--- src/rtl/vrlo_pkg.sv ---
`timescale 1ns / 1ps
// ----------------------------------------------------------------------------
// vrlo_pkg
// Shared constants, register indexes and controller/datapath link types for
// the voxel ray log-odds update unit.
// ----------------------------------------------------------------------------
package vrlo_pkg;

  localparam int GRID_ENTRIES = 262144;
  localparam int MAX_STEPS    = 1024;
  localparam int LOG_WIDTH    = 16;

  // configuration register indexes
  localparam logic [2:0] REG_STEP     = 3'd0;
  localparam logic [2:0] REG_INV_SIZE = 3'd1;
  localparam logic [2:0] REG_DIM_X    = 3'd2;
  localparam logic [2:0] REG_DIM_Y    = 3'd3;
  localparam logic [2:0] REG_DIM_Z    = 3'd4;
  localparam logic [2:0] REG_LIMIT    = 3'd5;
  localparam logic [2:0] REG_HIT_INC  = 3'd6;
  localparam logic [2:0] REG_MISS_INC = 3'd7;

  localparam logic [15:0]        RST_STEP     = 16'd64;
  localparam logic [15:0]        RST_INV_SIZE = 16'd2560;
  localparam logic [12:0]        RST_DIM      = 13'd64;
  localparam logic [13:0]        RST_LIMIT    = 14'd20;
  localparam logic signed [13:0] RST_HIT_INC  = 14'sd1;
  localparam logic signed [13:0] RST_MISS_INC = -14'sd1;

  // iteration counts of the multi-cycle units
  localparam int SQ_CYC   = 6;   // two partial products per axis
  localparam int ROOT_CYC = 25;  // one root bit per cycle over a 50-bit square
  localparam int DIV_CYC  = 41;  // one quotient bit per cycle

  localparam int CNT_W = 6;

  typedef struct packed {
    logic       clear;
    logic       load;
    logic       sq;
    logic       root;
    logic       div_ld;
    logic       div_it;
    logic       div_st;
    logic       adv;
    logic       mul;
    logic       vox;
    logic       idx;
    logic       adr;
    logic       rd;
    logic       upd;
    logic       out_load;
    logic       hit_ph;
    logic [1:0] axis;
    logic       chunk;
  } cmd_t;

  typedef struct packed {
    logic clear_last;
    logic short_ray;
    logic adv_over;
    logic in_grid;
    logic out_free;
  } sts_t;

endpackage

--- src/rtl/vrlo_ctrl.sv ---
`timescale 1ns / 1ps
// ----------------------------------------------------------------------------
// vrlo_ctrl
// Sequencer: store clearing, square and root, per-axis divide, then the
// per-sample read-modify-write loop and the endpoint update.
// ----------------------------------------------------------------------------
module vrlo_ctrl #(
  parameter int MAX_STEPS = vrlo_pkg::MAX_STEPS
) (
  input  logic            clk_i,
  input  logic            rst_ni,
  input  logic            in_valid_i,
  output logic            in_stall_o,
  input  vrlo_pkg::sts_t  sts_i,
  output vrlo_pkg::cmd_t  cmd_o
);

  localparam int KW = $clog2(MAX_STEPS + 1);
  localparam int CW = vrlo_pkg::CNT_W;

  localparam logic [3:0] S_CLEAR = 4'd0;
  localparam logic [3:0] S_IDLE  = 4'd1;
  localparam logic [3:0] S_SQ    = 4'd2;
  localparam logic [3:0] S_ROOT  = 4'd3;
  localparam logic [3:0] S_CHK   = 4'd4;
  localparam logic [3:0] S_DLD   = 4'd5;
  localparam logic [3:0] S_DIT   = 4'd6;
  localparam logic [3:0] S_DST   = 4'd7;
  localparam logic [3:0] S_ADV   = 4'd8;
  localparam logic [3:0] S_MUL   = 4'd9;
  localparam logic [3:0] S_VOX   = 4'd10;
  localparam logic [3:0] S_IDX   = 4'd11;
  localparam logic [3:0] S_ADR   = 4'd12;
  localparam logic [3:0] S_RD    = 4'd13;
  localparam logic [3:0] S_UPD   = 4'd14;
  localparam logic [3:0] S_OUT   = 4'd15;

  logic [3:0]    state_q, state_d;
  logic [CW-1:0] cnt_q, cnt_d;
  logic [1:0]    axis_q, axis_d;
  logic [KW-1:0] k_q, k_d;
  logic          hit_ph_q, hit_ph_d;

  always_ff @(posedge clk_i or negedge rst_ni) begin
    if (!rst_ni) begin
      state_q  <= S_CLEAR;
      cnt_q    <= '0;
      axis_q   <= '0;
      k_q      <= '0;
      hit_ph_q <= 1'b0;
    end else begin
      state_q  <= state_d;
      cnt_q    <= cnt_d;
      axis_q   <= axis_d;
      k_q      <= k_d;
      hit_ph_q <= hit_ph_d;
    end
  end

  assign in_stall_o = (state_q != S_IDLE);

  always_comb begin
    state_d  = state_q;
    cnt_d    = cnt_q;
    axis_d   = axis_q;
    k_d      = k_q;
    hit_ph_d = hit_ph_q;
    cmd_o        = '0;
    cmd_o.hit_ph = hit_ph_q;
    cmd_o.axis   = axis_q;
    unique case (state_q)
      S_CLEAR: begin
        cmd_o.clear = 1'b1;
        if (sts_i.clear_last) begin
          state_d = S_IDLE;
        end
      end
      S_IDLE: begin
        if (in_valid_i) begin
          cmd_o.load = 1'b1;
          cnt_d    = '0;
          k_d      = '0;
          hit_ph_d = 1'b0;
          state_d  = S_SQ;
        end
      end
      S_SQ: begin
        cmd_o.sq    = 1'b1;
        cmd_o.axis  = cnt_q[2:1];
        cmd_o.chunk = cnt_q[0];
        cnt_d = cnt_q + 1'b1;
        if (cnt_q == CW'(vrlo_pkg::SQ_CYC - 1)) begin
          cnt_d   = '0;
          state_d = S_ROOT;
        end
      end
      S_ROOT: begin
        cmd_o.root = 1'b1;
        cnt_d = cnt_q + 1'b1;
        if (cnt_q == CW'(vrlo_pkg::ROOT_CYC - 1)) begin
          state_d = S_CHK;
        end
      end
      S_CHK: begin
        axis_d = '0;
        if (sts_i.short_ray) begin
          hit_ph_d = 1'b1;
          state_d  = S_MUL;
        end else begin
          state_d = S_DLD;
        end
      end
      S_DLD: begin
        cmd_o.div_ld = 1'b1;
        cnt_d   = '0;
        state_d = S_DIT;
      end
      S_DIT: begin
        cmd_o.div_it = 1'b1;
        cnt_d = cnt_q + 1'b1;
        if (cnt_q == CW'(vrlo_pkg::DIV_CYC - 1)) begin
          state_d = S_DST;
        end
      end
      S_DST: begin
        cmd_o.div_st = 1'b1;
        if (axis_q == 2'd2) begin
          state_d = S_ADV;
        end else begin
          axis_d  = axis_q + 1'b1;
          state_d = S_DLD;
        end
      end
      S_ADV: begin
        // step bound or end of ray: go on to the endpoint
        if (k_q == KW'(MAX_STEPS) || sts_i.adv_over) begin
          hit_ph_d = 1'b1;
        end else begin
          cmd_o.adv = 1'b1;
          k_d = k_q + 1'b1;
        end
        state_d = S_MUL;
      end
      S_MUL: begin
        cmd_o.mul = 1'b1;
        state_d   = S_VOX;
      end
      S_VOX: begin
        cmd_o.vox = 1'b1;
        state_d   = S_IDX;
      end
      S_IDX: begin
        cmd_o.idx = 1'b1;
        state_d   = S_ADR;
      end
      S_ADR: begin
        cmd_o.adr = 1'b1;
        state_d   = S_RD;
      end
      S_RD: begin
        if (sts_i.in_grid) begin
          cmd_o.rd = 1'b1;
          state_d  = S_UPD;
        end else if (hit_ph_q) begin
          state_d = S_OUT;
        end else begin
          hit_ph_d = 1'b1;
          state_d  = S_MUL;
        end
      end
      S_UPD: begin
        cmd_o.upd = 1'b1;
        state_d   = hit_ph_q ? S_OUT : S_ADV;
      end
      S_OUT: begin
        if (sts_i.out_free) begin
          cmd_o.out_load = 1'b1;
          state_d = S_IDLE;
        end
      end
      default: state_d = S_CLEAR;
    endcase
  end

endmodule

--- config.mk ---
export PLATFORM = sky130hd
export DESIGN_NAME = vrlo_ctrl
export DESIGN_NICKNAME = d
export VERILOG_FILES = /design/src/rtl/vrlo_pkg.sv /design/src/rtl/vrlo_ctrl.sv
export SDC_FILE = /design/constraint.sdc
export NUM_CORES = 1
export LEC_CHECK = 0
export BUFFER_PORTS_ARGS = -buffer_cell sky130_fd_sc_hd__buf_4
export CAP_MARGIN = 20
export CORE_MARGIN = 1
export CORE_UTILIZATION = 45
export DETAILED_ROUTE_END_ITERATION = 7
export PLACE_DENSITY = 0.69
export RECOVER_POWER = 100
export SLEW_MARGIN = 10
export SYNTH_ARGS = -nofsm -noshare
export SYNTH_HDL_FRONTEND = slang
export SYNTH_SLANG_ARGS = --single-unit
--- constraint.sdc ---
create_clock -name clk_i -period 2.9 [get_ports clk_i]
set_input_delay 0 -clock clk_i [delete_from_list [all_inputs] [get_ports clk_i]]
set_output_delay 0 -clock clk_i [all_outputs]
set_load 0.05 [all_outputs]
==> flow_summary_export.csv <==
group,metric,value,unit
logic_synthesis,syn_area_per_cell,7.982,um^2
logic_synthesis,synth.distinct_cells,45,
clocking,cts_resized,0,
cells_and_area,post_route_cells_drive_above_1_share,8.155,%
clocking,cts_setup_buffers,0,
clocking,cts-buffers-inserted,3,
route,routed_wire_length_per_instance,13.65,um
logic_synthesis,synthesis.area,1684,um^2
cells_and_area,antenna_cells_inserted,0,
placed_design,dpl.hpwl,2724,um
critical_path,timing.critical_path.required,3.05,ns
cells_and_area,leading_cell_types_in_the_layout_fill_and_taps_excluded,"24 x sky130_fd_sc_hd__nor2_1, 24 x sky130_fd_sc_hd__dfrtp_1, 19 x sky130_fd_sc_hd__nand2_1, 19 x sky130_fd_sc_hd__o21ai_0, 19 x sky130_fd_sc_hd__clkbuf_1",
placed_design,gp_congestion,0.8164,
critical_path,critical-path-top-delay-family,"buffers and inverters",
critical_path,cp_num_buf_inv,1,
power,vdd_ir_drop_max,0.5710,mV
grt,first_global_vias,1475,
route,dr.first_iter.drc_count,84,
timing,worst-slew-pin-transition,1.323,ns
timing,fin_skew,0.004785,ns
power,power_density,1098,nW/um^2
route,routed_wirelength,3807,um
critical_path,startpoint_type,"flop",
critical_path,critical_path_arrival,2.68,ns
logic_synthesis,ffs_w_async_s_r_synth,100.0,%
critical_path,slowest_delay,0.79,ns
timing,timing.final.hold_violations,0,
timing,timing_limited_maximum_frequency,395.7,MHz
clocking,ctsHtreeMaxLevel,1,
die,dieHeight,63.18,um
timing,maxSlewViolCount,0,
die,die-width,63.18,um
timing,min_period,2.527,ns
critical_path,crit_type,"reg2reg",
timing,unrepaired_setup_endpoints_after_global_routing,"no",
clocking,clk_latency,0.26,ns
status,outcome,"finished, final reports clean",
logic_synthesis,synth_seq_area_share,35.66,%
grt,pin_count_of_the_biggest_net_entering_global_routing,27,
logic_synthesis,ffs_latches_synth,24,
die,initial_utilization,48.56,%
logic_synthesis,synth.net_count,225,
grt,grt_overflow_total,0,
logic_synthesis,synth_edf_count,0,
die,ios,28,
cells_and_area,fin_nets,249,
die,dieArea,3991,um^2
flow_run,maxCapViolations,0,
critical_path,critPathCaptureType,"flop",
critical_path,critPathMaxFanout,26,
placed_design,buffer_ports.inserted,27,
route,route.detailed.vias_per_inst,5.606,
die,placeableCoreArea,3468,um^2
grt,grtUsageTotal,20.53,%
clocking,clock_tree_from_tritoncts,"built",
route,drtAntennaViolNets,0,
timing,setup-violations-final,0,
route,detailedRoute.firstPassIterationCount,4,
clocking,cts_sinks,24,
clocking,clock_tree.buffer_depth,2,
cells_and_area,layout-area-overhead-vs-synth,11.81,%
critical_path,critical_path.slowest_cell,"sky130_fd_sc_hd__clkbuf_1",
grt,grt_first_pass_wirelength,6527,um
grt,antenna_found_initial,0,
logic_synthesis,synthCells,211,
logic_synthesis,yosys_warnings,0,
timing,tns,0,ns
die,std_cell_rows,21,
timing,final_min_period_over_clock_period,87.14,%
critical_path,critical_path.cell_chain,"clkbuf_1, nor4b_2, o21ai_1, nand3_1, or2_2, a211o_1",
clocking,clock_tree.root_cell,"sky130_fd_sc_hd__clkbuf_8",
power,design_power_total,2.068,mW
route,remaining_drc_errors,0,
logic_synthesis,synth_ff_type,"sky130_fd_sc_hd__dfrtp_1",
power,power.static_leakage,0.8365,nW
timing,timing.max_slew.rel_slack,11.79,%
route,vias,1564,
hold_path,worstHoldPathType,"in2reg",
clocking,path_clk_slew,0.08,ns
per-stage QoR:
step / util, % / instance area (um^2) / std cells / hold slack (ns) / setup slack (ns)
floorplan: - / 1690 / 211 / -0.2956 / 0.005075
global placement: 55.12 / 1912 / 275 / -0.07973 / 0.7734
detailed placement: 55.12 / 1912 / 275 / -0.07797 / 0.6470
CTS: 56.60 / 1963 / 279 / 0.1680 / 0.6241
global route: 54.29 / 1883 / 279 / 0.1991 / 0.2013
finish: 54.29 / 1883 / 279 / 0.1733 / 0.3728
cells in the mapped netlist, types with 2 or more instances:
library cell | instances | share of area (%)
sky130_fd_sc_hd__dfrtp_1 | 24 | 36
sky130_fd_sc_hd__nor2_1 | 24 | 5.3
sky130_fd_sc_hd__a21boi_0 | 2 | 0.89
sky130_fd_sc_hd__buf_6 | 2 | 1.3
sky130_fd_sc_hd__nor2b_1 | 5 | 1.9
sky130_fd_sc_hd__nor4_1 | 5 | 1.9
sky130_fd_sc_hd__o21ai_0 | 19 | 5.6
sky130_fd_sc_hd__nand2_1 | 19 | 4.2
sky130_fd_sc_hd__a21oi_1 | 14 | 4.2
sky130_fd_sc_hd__xor2_1 | 5 | 2.6
sky130_fd_sc_hd__nand4_1 | 4 | 1.5
sky130_fd_sc_hd__mux2i_1 | 2 | 1.2
sky130_fd_sc_hd__and4_1 | 2 | 1.0
sky130_fd_sc_hd__and2_1 | 3 | 1.1
sky130_fd_sc_hd__a22o_1 | 2 | 1.0
sky130_fd_sc_hd__nor3_1 | 3 | 0.89
sky130_fd_sc_hd__a211o_1 | 3 | 1.6
sky130_fd_sc_hd__inv_1 | 14 | 3.1
sky130_fd_sc_hd__a32oi_1 | 2 | 1.0
sky130_fd_sc_hd__nand3_1 | 8 | 2.4
sky130_fd_sc_hd__o22ai_1 | 3 | 1.1
sky130_fd_sc_hd__clkbuf_1 | 7 | 1.6
sky130_fd_sc_hd__buf_1 | 2 | 0.45
sky130_fd_sc_hd__o31ai_1 | 4 | 1.8
sky130_fd_sc_hd__and3_1 | 5 | 1.9
sky130_fd_sc_hd__ha_1 | 6 | 4.5
sky130_fd_sc_hd__nand2b_1 | 4 | 1.5
power by group:
group          leakage (nW)  switching, mW  internal (mW)  total [mW]
sequential            0.309          0.116          0.458       0.574
combinational         0.506          0.881          0.417        1.30
clock                0.0216          0.103         0.0928       0.196
total                 0.836           1.10          0.968        2.07
timing repair:
action | in CTS | in global routing
endpoints found under the hold margin | 24 | 0
endpoints found under the setup margin | 0 | 0
hold buffers | 1 | 0
cell type report:
cell class / count / area, um^2
Multi-Input combinational cell: 159 / 954.7
Tap cell: 46 / 57.56
Clock buffer: 3 / 41.29
Inverter: 15 / 57.56
Fill cell: 363 / 1585
Timing Repair Buffer: 32 / 171.4
Sequential cell: 24 / 600.6
worst paths after layout:
path	slack [ns]	cells past startpoint	start	endpoint
worst min-delay path	0.17	4	sts_i[0]	state_q[3]
worst min register to register	0.49	1	k_q[10]	k_q[10]
max in group asynchronous	1.57	2	rst_ni	cnt_q[0]
min in group asynchronous	0.55	2	rst_ni	k_q[2]
worst max-delay path	0.37	6	state_q[0]	state_q[2]
worst max register to register	0.37	6	state_q[0]	state_q[2]
logic make-up (layout without fill, tap and decap cells):
group | count (synthesis) | after routing | synth area share (%)
and+or+nand+nor | 90 | 90 | 27.94
AOI/OAI and AO/OA | 55 | 55 | 20.13
buffers and inverters | 28 | 50 | 7.504
DFF | 24 | 24 | 35.66
adders and majority gates | 6 | 6 | 4.458
xor gates and xnor gates | 6 | 6 | 3.120
muxes | 2 | 2 | 1.189
worst register-to-register path, delay by kind of cell (launching register included):
kind | cells | cell delay (ns)
buffers and inverters | 1 | 0.79
flip-flops | 1 | 0.34
AO/OA/AOI/OAI | 2 | 0.51
AND/OR/NAND/NOR | 3 | 0.78
flip-flops by register name (all words and copies together) (netlist names):
signal,flops
axis_q,2
cnt_q,6
hit_ph_q,1
k_q,11
state_q,4
layer usage:
layer / GRT usage [%] / vias up / share of wire (%)
met3: 4.348 / 6 / 4.3
li1: - / 793 / -
met1: 27.58 / 733 / 50
met4: 5.398 / 0 / 1.2
met5: 0 / - / 0
met2: 33.33 / 32 / 45
No activity file was read; power rests on OpenSTA's default activity.
